File: src/sv/assert_macros.svh
// Assertion macros for the record table RTL.
// Used by the top level; expects signals clk and arst_n in scope.
`ifndef ASSERT_MACROS_SVH
`define ASSERT_MACROS_SVH

// Property checked on every rising clock edge outside reset.
`define DHRT_ASSERT(lbl, prop, msg) \
	lbl: assert property (@(posedge clk) disable iff (!arst_n) prop) else $error(msg);

// Condition that must never be true outside reset.
`define DHRT_NEVER(lbl, expr, msg) \
	lbl: assert property (@(posedge clk) disable iff (!arst_n) !(expr)) else $error(msg);

`endif

File: src/sv/dhrt_pkg.sv
// Shared constants, codes, types and the key function of the record table.
// No dependencies.
`timescale 1ns / 1ps

package dhrt_pkg;

	localparam int DHRT_TABLE_DEPTH = 1024;
	localparam int DHRT_NAME_BYTES  = 8;

	localparam int CFG_W    = 11;
	localparam int REQ_W    = 2;
	localparam int RES_W    = 2;
	localparam int ST_W     = 2;
	localparam int NAME_W   = 64;
	localparam int AGE_W    = 8;
	localparam int WEIGHT_W = 16;
	localparam int HEIGHT_W = 16;
	localparam int SLOT_W   = 10;
	localparam int KEY_W    = 11;

	localparam int IN_DATA_W  = NAME_W + AGE_W + WEIGHT_W + HEIGHT_W;
	localparam int OUT_FLD_W  = SLOT_W + AGE_W + WEIGHT_W + HEIGHT_W;
	localparam int OUT_DATA_W = ((OUT_FLD_W + 7) / 8) * 8;
	localparam int OUT_PAD_W  = OUT_DATA_W - OUT_FLD_W;

	localparam logic [CFG_W-1:0] TABLE_SIZE_RST = 11'd1024;

	localparam logic [REQ_W-1:0] REQ_INSERT = 2'd0;
	localparam logic [REQ_W-1:0] REQ_SEARCH = 2'd1;
	localparam logic [REQ_W-1:0] REQ_REMOVE = 2'd2;

	localparam logic [RES_W-1:0] RES_OK   = 2'd0;
	localparam logic [RES_W-1:0] RES_MISS = 2'd1;
	localparam logic [RES_W-1:0] RES_FULL = 2'd2;

	localparam logic [ST_W-1:0] SLOT_EMPTY = 2'd0;
	localparam logic [ST_W-1:0] SLOT_OCC   = 2'd1;
	localparam logic [ST_W-1:0] SLOT_TOMB  = 2'd2;

	typedef struct packed {
		logic [ST_W-1:0]     state;
		logic [NAME_W-1:0]   name;
		logic [AGE_W-1:0]    age;
		logic [WEIGHT_W-1:0] weight;
		logic [HEIGHT_W-1:0] height;
	} dhrt_entry_t;

	typedef struct packed {
		logic             clr_step;
		logic             load;
		logic             mod_step;
		logic             probe_init;
		logic             rd;
		logic             next;
		logic             wr_ins;
		logic             wr_tomb;
		logic             fin;
		logic [RES_W-1:0] res_code;
		logic             ret_rec;
		logic             out_load;
	} dhrt_cmd_t;

	typedef struct packed {
		logic clr_last;
		logic mod_done;
		logic occ;
		logic empty;
		logic match;
		logic last;
	} dhrt_stat_t;

	function automatic logic [KEY_W-1:0] name_key(input logic [NAME_W-1:0] nm);
		logic [KEY_W-1:0] k;
		k = '0;
		for (int b = 0; b < NAME_W / 8; b++) begin
			k = k + KEY_W'(nm[8*b +: 8]);
		end
		return k;
	endfunction

endpackage

File: src/sv/dhrt_ctrl.sv
// Controller of the record table: clearing pass, key reduction, probe loop, result hand-off.
// Depends on dhrt_pkg; drives the datapath through dhrt_cmd_t, reads dhrt_stat_t.
`timescale 1ns / 1ps

module dhrt_ctrl import dhrt_pkg::*; (
	input  logic             clk,
	input  logic             arst_n,
	input  logic             s_tvalid,
	output logic             s_tready,
	input  logic [REQ_W-1:0] req_type,
	output logic             m_tvalid,
	input  logic             m_tready,
	input  dhrt_stat_t       st,
	output dhrt_cmd_t        cmd
);

	typedef enum logic [2:0] {
		S_CLEAR,
		S_IDLE,
		S_MOD,
		S_RD,
		S_CHK,
		S_DONE
	} state_t;

	state_t           state_q;
	logic [REQ_W-1:0] req_q;
	logic             m_tvalid_q;
	logic             req_ok;
	logic             chk_hit;
	logic             chk_end;

	assign s_tready = (state_q == S_IDLE);
	assign m_tvalid = m_tvalid_q;
	assign req_ok   = req_type inside {REQ_INSERT, REQ_SEARCH, REQ_REMOVE};

	always_comb begin
		if (req_q == REQ_INSERT) begin
			chk_hit = !st.occ;
		end else begin
			chk_hit = st.occ && st.match;
		end
		chk_end = st.last || ((req_q != REQ_INSERT) && st.empty);
	end

	always_comb begin
		cmd = '0;
		case (state_q)
			S_CLEAR: begin
				cmd.clr_step = 1'b1;
			end
			S_IDLE: begin
				if (s_tvalid) begin
					cmd.load = 1'b1;
					if (!req_ok) begin
						cmd.fin      = 1'b1;
						cmd.res_code = RES_MISS;
					end
				end
			end
			S_MOD: begin
				if (!st.mod_done) begin
					cmd.mod_step = 1'b1;
				end else begin
					cmd.probe_init = 1'b1;
				end
			end
			S_RD: begin
				cmd.rd = 1'b1;
			end
			S_CHK: begin
				if (chk_hit) begin
					cmd.fin      = 1'b1;
					cmd.res_code = RES_OK;
					cmd.wr_ins   = (req_q == REQ_INSERT);
					cmd.wr_tomb  = (req_q == REQ_REMOVE);
					cmd.ret_rec  = (req_q == REQ_SEARCH);
				end else if (chk_end) begin
					cmd.fin      = 1'b1;
					cmd.res_code = (req_q == REQ_INSERT) ? RES_FULL : RES_MISS;
				end else begin
					cmd.next = 1'b1;
				end
			end
			S_DONE: begin
				cmd.out_load = !m_tvalid_q || m_tready;
			end
			default: begin
			end
		endcase
	end

	always_ff @(posedge clk or negedge arst_n) begin
		if (!arst_n) begin
			state_q    <= S_CLEAR;
			req_q      <= REQ_INSERT;
			m_tvalid_q <= 1'b0;
		end else begin
			if (cmd.out_load) begin
				m_tvalid_q <= 1'b1;
			end else if (m_tready) begin
				m_tvalid_q <= 1'b0;
			end
			case (state_q)
				S_CLEAR: begin
					if (st.clr_last) begin
						state_q <= S_IDLE;
					end
				end
				S_IDLE: begin
					if (s_tvalid) begin
						req_q   <= req_type;
						state_q <= req_ok ? S_MOD : S_DONE;
					end
				end
				S_MOD: begin
					if (st.mod_done) begin
						state_q <= S_RD;
					end
				end
				S_RD: begin
					state_q <= S_CHK;
				end
				S_CHK: begin
					if (chk_hit || chk_end) begin
						state_q <= S_DONE;
					end else begin
						state_q <= S_RD;
					end
				end
				S_DONE: begin
					if (cmd.out_load) begin
						state_q <= S_IDLE;
					end
				end
				default: begin
					state_q <= S_IDLE;
				end
			endcase
		end
	end

endmodule

File: config.mk
export PLATFORM = sky130hd
export DESIGN_NAME = dhrt_ctrl
export DESIGN_NICKNAME = d
export VERILOG_FILES = /design/src/sv/assert_macros.svh /design/src/sv/dhrt_pkg.sv /design/src/sv/dhrt_ctrl.sv
export SDC_FILE = /design/constraint.sdc
export NUM_CORES = 1
export LEC_CHECK = 0
export BUFFER_PORTS_ARGS = -buffer_cell sky130_fd_sc_hd__clkbuf_2
export CORE_UTILIZATION = 37
export DETAILED_ROUTE_END_ITERATION = 12
export GPL_TIMING_DRIVEN = 0
export PLACE_DENSITY = 0.71
export SETUP_SLACK_MARGIN = 0.02
export SYNTH_ARGS = -nofsm -noshare
export SYNTH_HDL_FRONTEND = slang
export SYNTH_SLANG_ARGS = --single-unit
File: constraint.sdc
create_clock -name clk -period 1.8 [get_ports clk]
set_input_delay 0.36 -clock clk [delete_from_list [all_inputs] [get_ports clk]]
set_output_delay 0.36 -clock clk [all_outputs]
set_load 0.005 [all_outputs]
==> results by group <==
Logic synthesis
  – Largest family of logic cells by synthesized area: simple AND/OR/NAND/NOR gates
  – Most common cell in the synthesized netlist: dfrtp_1
  – Adder-Cell Fraction of Synth Area: 0
  – Net Count, Synth: 70
  – Synth Area in Compound Gates: 0.2179
  – Share of the synthesized area in the top cell type: 0.3077
  – Syn avg cell area: about 8.4 µm²
  – Yosys reg bits: 6
  – Post-synthesis sequential area ratio: 0.3077
  – Fraction of registers with async set/reset: 1.000
  – Ranking of synthesized cells by area: dfrtp_1 (31%), nor3b_1 (6.2%), mux2_2 (4.6%)
  – Post-synth top cells: dfrtp_1 (6), nand3_1 (4), nor2_1 (4), nor3b_1 (4)
  – Xor/xnor share of the synthesized area: 0
  – Yosys Warn Count: 0
  – Synth Cell Area: 488.0 µm²
  – Cells after Synth: just under 60
  – Main flop type after synthesis: dfrtp_1
  – Netlist cell types: 31
  – Mux cell area share after synthesis: 0.06667
  – Post-Synth Simple-Gate Area: 0.3333
  – EDFF count, synth: 0
  – Yosys top cell by area: dfrtp_1

Critical path
  – Startpoint Class: register
  – CP endpoint kind: output pin
  – Worst Setup Path Type: reg2out
  – Kind of cell adding the most delay to the critical path: simple AND/OR/NAND/NOR gates
  – Worst Path Max Fanout: 3
  – Data required time at the worst endpoint: 1.44 ns
  – Max incr delay on CP: around 0.38 ns
  – Crit-path slowest cell: or3b_4
  – Worst path cell trace: buf_6 -> or3b_4 -> or3_4 -> nor2_2 -> buf_2
  – CP bufs+invs: 2
  – Crit path arrival time: 1.68 ns

Placement
  – Routability cong.: 0.7924
  – DP HPWL: 917.3 µm
  – Port Buffers: 26
  – Cells after DPL: 98

Floorplanning
  – # IOs: 27
  – CORE AREA: 1171 µm²
  – Initial Util: 0.4167
  – DIE HEIGHT: approximately 38 µm
  – Die X: 38.32 µm
  – Die ar.: 1468 µm²
  – Rows: 12

GRT
  – Overflow after GRT: 0
  – Antenna violations before repair: 0
  – All-Layer GR Usage: 0.2734
  – Vias in the first global route: 612
  – Largest net degree at the start of global routing: 11
  – First-pass GRT wire length: 2649 µm

Timing
  – RSZ-0062 raised after global routing: true
  – Achievable Freq: 490.6 MHz
  – Final TNS setup: -1.179 ns
  – Slew Limit Fails: 0
  – Post-route setup slack: -0.2383 ns
  – Minimum clock period: 2.038 ns
  – Max transition margin: 0.6586
  – Setup violations, final: 8
  – Period utilisation layout: 1.132
  – Worst slew pin tran: 0.5082 ns
  – Setup Skew: 0.001344 ns
  – Final Hold Vio Count: 0

Detailed routing
  – Drt first-iter violations: 17
  – Via count: 660
  – Drt first pass iters: 4
  – Routed wire length: between 2000 and 2500 µm
  – Drt wl/cell: 17.76 µm
  – Via density: 5.841
  – DRC viols: 0
  – Number of antenna-violating nets in the routed design: 0

CTS
  – H-tree depth: 1
  – CTS Root Cell: clkbuf_4
  – CTS max path bufs: 2
  – Latest clock arrival within the worst-skew pair: 0.24 ns
  – CTS clk-pin slew, worst paths: 0.04 ns
  – Total clock buffers created by CTS: 3
  – CTS tree: built
  – CTS Sinks: 6

Min path
  – Hold WC Path Type: in2reg

Power and ir drop
  – Final Power: 1249 µW
  – Pleak: 0.0004320 µW
  – Worst vdd ir: 0.9052 mV
  – PD cells: 1363 nW/µm²

Run status
  – Status: complete, but fails checks
  – Failing checks: setup timing

Layout
  – Post-Layout Cell Count: ~110
  – Inserted Diodes: 0
  – Nets: 113
  – Fin util: 0.7821
  – Synth-to-layout area growth: 87.69%
  – Layout cell share with drive strength beyond 1: 0.6465

Run
  – Max_cap viols: 0
[worst min-delay path, stage by stage]
cell	delay [ns]
clkbuf_2	0.07
nand2b_1	0.15
nand2_1	0.06
[metal layers]
layer / vias up / wire length (µm) / GRT usage
met3: 6 / 45 / 0.05814
met4: 0 / 55 / 0.1964
met5: - / 0 / 0
met1: 325 / 812 / 0.3015
met2: 21 / 1095 / 0.4576
li1: 308 / - / -
[through the flow]
| step | hold WS (ns) | setup slack (ns) | cell area (µm²) |
|---|---|---|---|
| after global placement | 0.1895 | -0.1353 | 641.9 |
| after CTS | 0.4328 | -0.2909 | 854.6 |
| after floorplan | 0.06441 | -0.003087 | 494.2 |
| after detailed placement | 0.1890 | -0.1591 | 641.9 |
| final | 0.4437 | -0.2383 | 915.9 |
| after global routing | 0.4591 | -0.2891 | 915.9 |
[placed cells by master, fill, tap and decap left out, types with 3 or more instances in the layout]
cell type	n
clkbuf_2	19
dfrtp_1	6
clkbuf_4	3
buf_2	7
a21oi_1	3
nor3_1	3
nand3_4	3
buf_6	6
nor2_1	3
buf_4	10
[cells by family after synthesis]
| logic type | Yosys count |
|---|---|
| and+or+nand+nor | 27 |
| AOI/OAI and AO/OA | 15 |
| buffers and inverters | 7 |
| DFF | 6 |
| muxes | 3 |
[worst paths after layout]
path / endpoint / start / cells after the start / slack [ns]
min in group asynchronous: req_q[0] / arst_n / 2 / 0.49
setup / recovery: cmd[7] / state_q[2] / 5 / -0.24
setup reg to reg: state_q[2] / state_q[2] / 6 / 0.02
max in group asynchronous: state_q[2] / arst_n / 2 / 1.17
hold reg to reg: m_tvalid / m_tvalid / 2 / 0.55
hold / removal: m_tvalid / m_tready / 3 / 0.44
[flip-flops by register name (all words and copies together) (netlist names)]
register,flops
state_q,3
req_q,2
m_tvalid,1
[area by class of cell]
class                      instances  area, µm²
fill                              74      255.2
sequential                         6      150.1
multi-input combinational         45      427.9
tap                               14      17.52
inverter                           2      15.01
buffer                             2      16.27
clock buffer                       3      22.52
timing repair buffer              41      266.5
[what timing repair did]
| item | CTS | global route |
|---|---|---|
| pin swaps | 6 | 7 |
| setup buffers | 11 | 4 |
| hold endpoints to repair | 6 | 0 |
| endpoints found under the setup margin | 10 | 15 |
| hold buffers | 1 | 0 |
| resized for setup | 24 | 17 |
[power breakdown]
part           switching [µW]  internal, µW  total (µW)
logic                     408           434         842
registers                93.5           196         290
clock network            41.8          75.0         117
Note: power is estimated with default switching activity, not from simulation.
